--- src/rtl/sat_pkg.sv ---
// Shared types and constants for the sweep auto-range tracker.
`timescale 1ns / 1ps

package sat_pkg;

    localparam int unsigned DATA_W  = 17;
    localparam int unsigned INDEX_W = 8;
    localparam int unsigned CFG_IDX_W = 2;

    localparam logic [DATA_W-1:0] MIN_SPAN_RESET   = 17'd1000;
    localparam logic [DATA_W-1:0] FULL_SCALE_RESET = 17'd131071;
    localparam logic [DATA_W-1:0] SHOWN_HIGH_RESET = 17'd131071;

    // x / 10 == (x * DIV10_MUL) >> DIV10_SHIFT, exact for x below 2**18
    localparam logic [17:0] DIV10_MUL   = 18'd209716;
    localparam int unsigned DIV10_SHIFT = 21;

    typedef enum logic [CFG_IDX_W-1:0] {
        REG_MIN_SPAN   = 2'd0,
        REG_FULL_SCALE = 2'd1
    } sat_reg_idx_t;

    // Tracker stage result: tick info plus the extremes after this sample
    typedef struct packed {
        logic [INDEX_W-1:0] index;
        logic               present;
        logic [DATA_W-1:0]  value;
        logic [DATA_W-1:0]  ext_low;
        logic [DATA_W-1:0]  ext_high;
        logic [DATA_W-1:0]  span;
        logic [DATA_W-1:0]  mid;
        logic               ended;
    } sat_trk_t;

    // Widened bounds before clamping; low is two's complement, high may overflow
    typedef struct packed {
        logic [INDEX_W-1:0] index;
        logic               present;
        logic [DATA_W-1:0]  value;
        logic [DATA_W+1:0]  raw_low;
        logic [DATA_W:0]    raw_high;
        logic               ended;
    } sat_raw_t;

    // Finished result transaction
    typedef struct packed {
        logic [INDEX_W-1:0] index;
        logic               present;
        logic [DATA_W-1:0]  value;
        logic [DATA_W-1:0]  range_low;
        logic [DATA_W-1:0]  range_high;
        logic               changed;
        logic               ended;
    } sat_res_t;

endpackage

--- src/rtl/sweep_autorange_tracker.sv ---
// Top level of the sweep auto-range tracker: ports, configuration, pipeline.
`timescale 1ns / 1ps

// Channel   | Handshake                      | Payload
// ----------+--------------------------------+---------------------------------------
// input     | s_axis_tvalid / s_axis_tready  | tdata: sample; tuser: has_sample
// result    | m_axis_tvalid / m_axis_tready  | tdata: index, value, low, high, changed;
//           |                                | tuser: point_present; tlast: sweep_end
// config    | cfg_valid / cfg_ready          | cfg_index, cfg_data
//
// One tick is accepted per cycle while the result side takes results; a result passes
// the registered stages in order (tracker, range widening, clamp/result register)
// before it is presented. The rate is set by the extreme update in the tracker stage.
// Reset (aresetn low, synchronous) empties the pipeline, zeroes the sweep, and
// restores the shown range to 0..131071 and the registers to their defaults.
// A stall on the result side holds every stage in place; input is taken as long
// as any stage ahead has room. Configuration is to be written only while idle;
// the block itself does not enforce this.

module sweep_autorange_tracker #(
    parameter int unsigned SWEEP_POINTS = 250
) (
    input  logic                          aclk,
    input  logic                          aresetn,

    input  logic                          s_axis_tvalid,
    output logic                          s_axis_tready,
    input  logic [23:0]                   s_axis_tdata,   // [16:0] sample
    input  logic                          s_axis_tuser,   // [0] has_sample

    output logic                          m_axis_tvalid,
    input  logic                          m_axis_tready,
    // [7:0] point_index, [24:8] point_value, [41:25] range_low,
    // [58:42] range_high, [59] range_changed, [63:60] zero
    output logic [63:0]                   m_axis_tdata,
    output logic                          m_axis_tuser,   // [0] point_present
    output logic                          m_axis_tlast,   // sweep_end

    input  logic                          cfg_valid,
    output logic                          cfg_ready,
    input  logic [sat_pkg::CFG_IDX_W-1:0] cfg_index,
    input  logic [sat_pkg::DATA_W-1:0]    cfg_data
);
    import sat_pkg::*;

    logic [DATA_W-1:0] min_span_reg, min_span_next;
    logic [DATA_W-1:0] full_scale_reg, full_scale_next;

    sat_trk_t trk_data;
    sat_raw_t raw_data;
    sat_res_t res_data;
    logic     trk_valid, trk_ready;
    logic     raw_valid, raw_ready;

    // Configuration: always ready outside reset; unknown indexes are dropped
    assign cfg_ready = aresetn;

    always_comb begin
        min_span_next   = min_span_reg;
        full_scale_next = full_scale_reg;
        if (cfg_valid && cfg_ready) begin
            unique case (cfg_index)
                REG_MIN_SPAN:   min_span_next   = cfg_data;
                REG_FULL_SCALE: full_scale_next = cfg_data;
                default: ;
            endcase
        end
    end

    always_ff @(posedge aclk) begin
        if (!aresetn) begin
            min_span_reg   <= MIN_SPAN_RESET;
            full_scale_reg <= FULL_SCALE_RESET;
        end else begin
            min_span_reg   <= min_span_next;
            full_scale_reg <= full_scale_next;
        end
    end

    // Stage 1: advance the sweep position and update the extremes
    sat_track #(
        .SWEEP_POINTS (SWEEP_POINTS)
    ) u_track (
        .aclk       (aclk),
        .aresetn    (aresetn),
        .in_valid   (s_axis_tvalid),
        .in_ready   (s_axis_tready),
        .has_sample (s_axis_tuser),
        .sample     (s_axis_tdata[DATA_W-1:0]),
        .out_valid  (trk_valid),
        .out_ready  (trk_ready),
        .out_data   (trk_data)
    );

    // Stage 2: widen about the midpoint or by a tenth of the span
    sat_scale u_scale (
        .aclk      (aclk),
        .aresetn   (aresetn),
        .min_span  (min_span_reg),
        .in_valid  (trk_valid),
        .in_ready  (trk_ready),
        .in_data   (trk_data),
        .out_valid (raw_valid),
        .out_ready (raw_ready),
        .out_data  (raw_data)
    );

    // Stage 3: clamp to full scale, compare with the shown range, hold result
    sat_range u_range (
        .aclk       (aclk),
        .aresetn    (aresetn),
        .full_scale (full_scale_reg),
        .in_valid   (raw_valid),
        .in_ready   (raw_ready),
        .in_data    (raw_data),
        .out_valid  (m_axis_tvalid),
        .out_ready  (m_axis_tready),
        .out_data   (res_data)
    );

    assign m_axis_tdata = {4'b0000, res_data.changed, res_data.range_high,
                           res_data.range_low, res_data.value, res_data.index};
    assign m_axis_tuser = res_data.present;
    assign m_axis_tlast = res_data.ended;

`ifndef ASSERT_OFF
    a_range_order: assert property (@(posedge aclk) disable iff (!aresetn)
        m_axis_tvalid |-> (res_data.range_low <= res_data.range_high))
        else $error("range low above range high");
    a_gap_quiet: assert property (@(posedge aclk) disable iff (!aresetn)
        (m_axis_tvalid && !m_axis_tuser) |-> (res_data.value == '0 && !res_data.changed))
        else $error("gap tick carries a value or a range change");
    a_last_at_wrap: assert property (@(posedge aclk) disable iff (!aresetn)
        m_axis_tvalid |-> (m_axis_tlast == (res_data.index == INDEX_W'(SWEEP_POINTS - 1))))
        else $error("sweep end does not match the final position");
    a_within_scale: assert property (@(posedge aclk) disable iff (!aresetn)
        (m_axis_tvalid && res_data.changed) |-> (res_data.range_high <= full_scale_reg))
        else $error("new range exceeds full scale");
`endif

endmodule

--- src/rtl/sat_track.sv ---
// Sweep position and running extremes of the current sweep.
`timescale 1ns / 1ps

module sat_track #(
    parameter int unsigned SWEEP_POINTS = 250
) (
    input  logic                     aclk,
    input  logic                     aresetn,
    input  logic                     in_valid,
    output logic                     in_ready,
    input  logic                     has_sample,
    input  logic [sat_pkg::DATA_W-1:0] sample,
    output logic                     out_valid,
    input  logic                     out_ready,
    output sat_pkg::sat_trk_t        out_data
);
    import sat_pkg::*;

    localparam int unsigned POS_W = $clog2(SWEEP_POINTS);
    localparam logic [POS_W-1:0] POS_LAST = POS_W'(SWEEP_POINTS - 1);

    logic [POS_W-1:0]  pos_reg, pos_next;
    logic              seen_reg, seen_next;
    logic [DATA_W-1:0] min_reg, min_next;
    logic [DATA_W-1:0] max_reg, max_next;
    logic              valid_reg;
    sat_trk_t          data_reg, data_next;

    logic              accept;
    logic              last_pos;
    logic [DATA_W-1:0] new_min, new_max;
    logic [DATA_W:0]   ext_sum;

    assign in_ready  = (!valid_reg || out_ready) && aresetn;
    assign accept    = in_valid && in_ready;
    assign out_valid = valid_reg;
    assign out_data  = data_reg;
    assign last_pos  = (pos_reg == POS_LAST);

    always_comb begin
        new_min = (!seen_reg || sample < min_reg) ? sample : min_reg;
        new_max = (!seen_reg || sample > max_reg) ? sample : max_reg;
        ext_sum = {1'b0, new_max} + {1'b0, new_min};

        data_next.index    = INDEX_W'(pos_reg);
        data_next.present  = has_sample;
        data_next.value    = has_sample ? sample : '0;
        data_next.ext_low  = new_min;
        data_next.ext_high = new_max;
        data_next.span     = new_max - new_min;
        data_next.mid      = ext_sum[DATA_W:1];
        data_next.ended    = last_pos;

        pos_next  = pos_reg;
        seen_next = seen_reg;
        min_next  = min_reg;
        max_next  = max_reg;
        if (accept) begin
            if (last_pos) begin
                pos_next  = '0;
                seen_next = 1'b0;
                min_next  = '0;
                max_next  = '0;
            end else begin
                pos_next = pos_reg + 1'b1;
                if (has_sample) begin
                    seen_next = 1'b1;
                    min_next  = new_min;
                    max_next  = new_max;
                end
            end
        end
    end

    always_ff @(posedge aclk) begin
        if (!aresetn) begin
            pos_reg   <= '0;
            seen_reg  <= 1'b0;
            min_reg   <= '0;
            max_reg   <= '0;
            valid_reg <= 1'b0;
        end else begin
            pos_reg  <= pos_next;
            seen_reg <= seen_next;
            min_reg  <= min_next;
            max_reg  <= max_next;
            if (in_ready) begin
                valid_reg <= in_valid;
            end
        end
    end

    always_ff @(posedge aclk) begin
        if (accept) begin
            data_reg <= data_next;
        end
    end

`ifndef ASSERT_OFF
    a_wrap_clears: assert property (@(posedge aclk) disable iff (!aresetn)
        (accept && last_pos) |=> (pos_reg == '0 && !seen_reg && min_reg == '0 && max_reg == '0))
        else $error("sweep wrap did not clear the tracker");
    a_extremes_order: assert property (@(posedge aclk) disable iff (!aresetn)
        seen_reg |-> (min_reg <= max_reg))
        else $error("sweep minimum above maximum");
`endif

endmodule

--- src/rtl/sat_scale.sv ---
// Widen the extremes into an unclamped display range.
`timescale 1ns / 1ps

module sat_scale (
    input  logic                       aclk,
    input  logic                       aresetn,
    input  logic [sat_pkg::DATA_W-1:0] min_span,
    input  logic                       in_valid,
    output logic                       in_ready,
    input  sat_pkg::sat_trk_t          in_data,
    output logic                       out_valid,
    input  logic                       out_ready,
    output sat_pkg::sat_raw_t          out_data
);
    import sat_pkg::*;

    logic              valid_reg;
    sat_raw_t          data_reg, data_next;

    logic              narrow;
    logic [DATA_W-2:0] half;
    logic [DATA_W+17:0] prod;
    logic [DATA_W-1:0] margin;

    assign in_ready  = !valid_reg || out_ready;
    assign out_valid = valid_reg;
    assign out_data  = data_reg;

    always_comb begin
        narrow = (in_data.span < min_span);
        half   = min_span[DATA_W-1:1];
        prod   = {18'd0, in_data.span} * {17'd0, DIV10_MUL};
        margin = DATA_W'(prod >> DIV10_SHIFT);

        data_next.index   = in_data.index;
        data_next.present = in_data.present;
        data_next.value   = in_data.value;
        data_next.ended   = in_data.ended;
        if (narrow) begin
            data_next.raw_high = {1'b0, in_data.mid} + {2'b00, half};
            data_next.raw_low  = {2'b00, in_data.mid} - {3'b000, half};
        end else begin
            data_next.raw_high = {1'b0, in_data.ext_high} + {1'b0, margin};
            data_next.raw_low  = {2'b00, in_data.ext_low} - {2'b00, margin};
        end
    end

    always_ff @(posedge aclk) begin
        if (!aresetn) begin
            valid_reg <= 1'b0;
        end else if (in_ready) begin
            valid_reg <= in_valid;
        end
    end

    always_ff @(posedge aclk) begin
        if (in_ready && in_valid) begin
            data_reg <= data_next;
        end
    end

endmodule

--- src/rtl/sat_range.sv ---
// Clamp the range, track the shown bounds and hold the result register.
`timescale 1ns / 1ps

module sat_range (
    input  logic                       aclk,
    input  logic                       aresetn,
    input  logic [sat_pkg::DATA_W-1:0] full_scale,
    input  logic                       in_valid,
    output logic                       in_ready,
    input  sat_pkg::sat_raw_t          in_data,
    output logic                       out_valid,
    input  logic                       out_ready,
    output sat_pkg::sat_res_t          out_data
);
    import sat_pkg::*;

    logic              valid_reg;
    sat_res_t          data_reg, data_next;
    logic [DATA_W-1:0] shown_low_reg, shown_low_next;
    logic [DATA_W-1:0] shown_high_reg, shown_high_next;

    logic              accept;
    logic [DATA_W-1:0] lo_c, hi_c;

    assign in_ready  = !valid_reg || out_ready;
    assign accept    = in_valid && in_ready;
    assign out_valid = valid_reg;
    assign out_data  = data_reg;

    always_comb begin
        // negative low clamps to zero, anything above full scale to full scale
        if (in_data.raw_low[DATA_W+1]) begin
            lo_c = '0;
        end else if (in_data.raw_low[DATA_W:0] > {1'b0, full_scale}) begin
            lo_c = full_scale;
        end else begin
            lo_c = in_data.raw_low[DATA_W-1:0];
        end
        if (in_data.raw_high > {1'b0, full_scale}) begin
            hi_c = full_scale;
        end else begin
            hi_c = in_data.raw_high[DATA_W-1:0];
        end

        shown_low_next  = shown_low_reg;
        shown_high_next = shown_high_reg;
        if (accept && in_data.present) begin
            shown_low_next  = lo_c;
            shown_high_next = hi_c;
        end

        data_next.index      = in_data.index;
        data_next.present    = in_data.present;
        data_next.value      = in_data.value;
        data_next.ended      = in_data.ended;
        data_next.range_low  = in_data.present ? lo_c : shown_low_reg;
        data_next.range_high = in_data.present ? hi_c : shown_high_reg;
        data_next.changed    = in_data.present &&
                               (lo_c != shown_low_reg || hi_c != shown_high_reg);
    end

    always_ff @(posedge aclk) begin
        if (!aresetn) begin
            valid_reg      <= 1'b0;
            shown_low_reg  <= '0;
            shown_high_reg <= SHOWN_HIGH_RESET;
        end else begin
            shown_low_reg  <= shown_low_next;
            shown_high_reg <= shown_high_next;
            if (in_ready) begin
                valid_reg <= in_valid;
            end
        end
    end

    always_ff @(posedge aclk) begin
        if (accept) begin
            data_reg <= data_next;
        end
    end

endmodule
--- config.mk ---
export PLATFORM = sky130hd
export DESIGN_NAME = sweep_autorange_tracker
export DESIGN_NICKNAME = d
export VERILOG_FILES = /design/src/rtl/sat_pkg.sv /design/src/rtl/sweep_autorange_tracker.sv /design/src/rtl/sat_track.sv /design/src/rtl/sat_scale.sv /design/src/rtl/sat_range.sv
export SDC_FILE = /design/constraint.sdc
export NUM_CORES = 1
export LEC_CHECK = 0
export BUFFER_PORTS_ARGS = -buffer_cell sky130_fd_sc_hd__buf_2
export CAP_MARGIN = 20
export CORE_ASPECT_RATIO = 0.5
export CORE_UTILIZATION = 60
export DETAILED_ROUTE_END_ITERATION = 16
export PLACE_DENSITY = 0.88
export SYNTH_ARGS = -nofsm -noshare
export SYNTH_HDL_FRONTEND = slang
export SYNTH_SLANG_ARGS = --single-unit
--- constraint.sdc ---
create_clock -name aclk -period 9.17 [get_ports aclk]
set_input_delay 0.4585 -clock aclk [delete_from_list [all_inputs] [get_ports aclk]]
set_output_delay 0.4585 -clock aclk [all_outputs]
set_load 0.02 [all_outputs]
==> key figures <==
Setup path
  – CP Capture Type: flip-flop
  – Crit path kind: reg2reg
  – WP data required: ~9.5 ns
  – Most frequent cell on the critical path: fa_1
  – Crit path DAT: a little under 9 ns
  – Worst setup SP type: flip-flop
  – Worst-path maximum fanout: 6
  – CP max-delay cell: fa_1
  – Max stage delay on crit path: a little under 0.6 ns

Synth
  – Share of the synthesized area in the top cell type: 0.275
  – Sequential-to-total area share from yosys stat: 0.370
  – Cell variety after synth: 73
  – Largest cells by area after synthesis: edfxtp_1, ha_1, dfxtp_1, fa_1, inv_1
  – Largest area contributor in the netlist: edfxtp_1
  – Mapped cell area: ~24000 µm²
  – Synth async-reset ratio: 0
  – Gate Count Post-Synth: 2418
  – Register bit total from synthesis: 334
  – EDFF count, synth: between 200 and 250
  – Ys Warns: 0
  – Most used DFF post-synth: edfxtp_1
  – Syn Area/Cell: 9.93 µm²

Clock tree
  – CTS H-Tree Depth: 1
  – CTS tree: built
  – Hold Buf Count CTS: 0
  – Clock Latency Late Sink: 0.58 ns
  – CTS Buf Count: 30
  – CTS resizes: 0
  – Clock buffer depth: 3
  – Post-CTS setup buffer count: 0
  – Clock-pin slew on the worst setup and hold paths: about 0.08 ns
  – CTS root buffer: clkbuf_16
  – CTS Sinks: about 330

Timing
  – Final slew viol count: 0
  – Setup WS post-layout: between 0.5 and 0.6 ns
  – RSZ-0062 raised after global routing: false
  – Layout Skew: between 0.015 and 0.02 ns
  – Worst Max-Slew Pin Slew: ~1.1 ns
  – Tmin final: 8.62 ns
  – Relative slew margins: 0.290
  – Hold Violations, Final: 0
  – Setup Viol. Count Final: 0
  – Setup tns final: 0 ns
  – Fmax: roughly 120 MHz
  – Final Cycle Share: 0.940

Layout
  – Area Overhead vs Synth: 8.83%
  – Fillers: ~2700
  – Share of layout cells above drive strength 1: 0.0848
  – Commonest non-fill, non-tap cell in the layout: inv_1
  – Most frequent cells in the layout: inv_1, ha_1, edfxtp_1, nand2_1, a21oi_1
  – Nets: 2946
  – Max reg flops: 95

Placement
  – Post-DP HPWL: 46100 µm
  – DP Worst Slack: 0.807 ns
  – GP Congestion: approximately 1.1
  – PortBufs: around 110

Drt
  – Via count: about 18000
  – Via density: about 6
  – DR pass1 iterations: 12
  – Iter 0 DRT Violations: between 1500 and 2000
  – Post-DRT Antenna Nets: 0
  – Drt total wl: 60600 µm
  – Drt drc: 0
  – Drt wl/cell: ~20 µm

Floorplan
  – Starting Density: 0.613
  – DIE AREA: approximately 41000 µm²
  – Ports: about 120
  – Std cell rows: 51
  – Die Wd: between 200 and 300 µm
  – Core footprint: 39200 µm²
  – Die Span Y: ~140 µm

Global route
  – Initial antenna violation count: 1
  – Largest net degree at the start of global routing: 95
  – Gr usage total: 0.297
  – First-pass GRT wire length: about 96000 µm
  – Vias in the first global route: about 18000
  – Global route overflow: 0

Run
  – Max-Cap Viols: 0

Run status
  – Status: completed

Worst hold path
  – Worst Hold Class: in2reg
[metal layers]
metal | GRT usage | up-vias | wire length, µm
met5 | 0 | - | 0
met4 | 0.148 | 0 | 3000
met3 | 0.0560 | 196 | 6070
met2 | 0.478 | 992 | 27200
met1 | 0.389 | 8712 | 24400
li1 | - | 8563 | -
[metrics by stage]
stage	hold WS [ns]	instances	cell area, µm²	utilization
after floorplan	0.400	2421	24000	-
after global placement	0.401	2986	25000	0.639
after detailed placement	0.405	2987	25100	0.639
after CTS	0.125	3043	26100	0.667
after global routing	0.140	3044	26100	0.667
final	0.144	3044	26100	0.667
[final cells by class]
cell class	instances	area [µm²]	area share
diodes	1	2.50	0.0000958
clock buffers	39	867	0.0332
clock inverters	17	203	0.00776
inverters	330	1240	0.0474
multi-input cells	1670	13600	0.521
flip-flops and latches	334	8890	0.340
well taps	530	663	0.0254
repair buffers	123	662	0.0253
[synth_stat cells (20+ instances only)]
master    number
o31ai_1       29
xor2_1        50
o211ai_1      47
a41oi_1       21
dfxtp_1      114
o21a_1        24
nand2_1      188
xnor2_1       88
a21oi_1      146
ha_1         315
inv_1        330
o21ai_0       85
nor2_1       143
a21o_1        34
fa_1          93
clkbuf_1      71
edfxtp_1     220
a22o_1        20
nand2b_1      20
nor2b_1       27
and2_1        27
mux2i_1       27
a21boi_0      29
nor3_1        35
nand3_1       44
[worst max-delay path: cells and delay by family (launching register included)]
family / cells / cell delay, ns
xor+xnor: 1 / 0.24
flops: 1 / 0.55
simple gates: 5 / 0.64
fa+ha+maj: 8 / 3.68
compound gates: 11 / 2.91
buf+inv: 4 / 0.29
[path summary, 6_finish.rpt]
| check | startpoint | to | slack [ns] | depth (start not counted) |
|---|---|---|---|---|
| hold / removal | cfg_data[3] | full_scale_reg[3]$_SDFFE_PN1P_ | 0.14 | 3 |
| setup reg to reg | u_track.out_data[26]$_DFFE_PP_ | u_scale.out_data[17]$_DFFE_PP_ | 0.55 | 29 |
| setup / recovery | u_track.out_data[26]$_DFFE_PP_ | u_scale.out_data[17]$_DFFE_PP_ | 0.55 | 29 |
| hold reg to reg | u_scale.out_data[56]$_DFFE_PP_ | u_range.out_data[54]$_DFFE_PP_ | 0.41 | 0 |
[logic make-up after synthesis]
family / count (synthesis) / synth area share
buf+inv: 417 / 0.0661
other cells: 1 / 0.000156
simple gates: 548 / 0.106
flops: 334 / 0.370
mux: 41 / 0.0180
fa+ha+maj: 408 / 0.242
compound gates: 531 / 0.148
xor+xnor: 138 / 0.0503
Power is not shown: default switching activity piles up to over one toggle a cycle in this logic, so the estimate is an artifact.
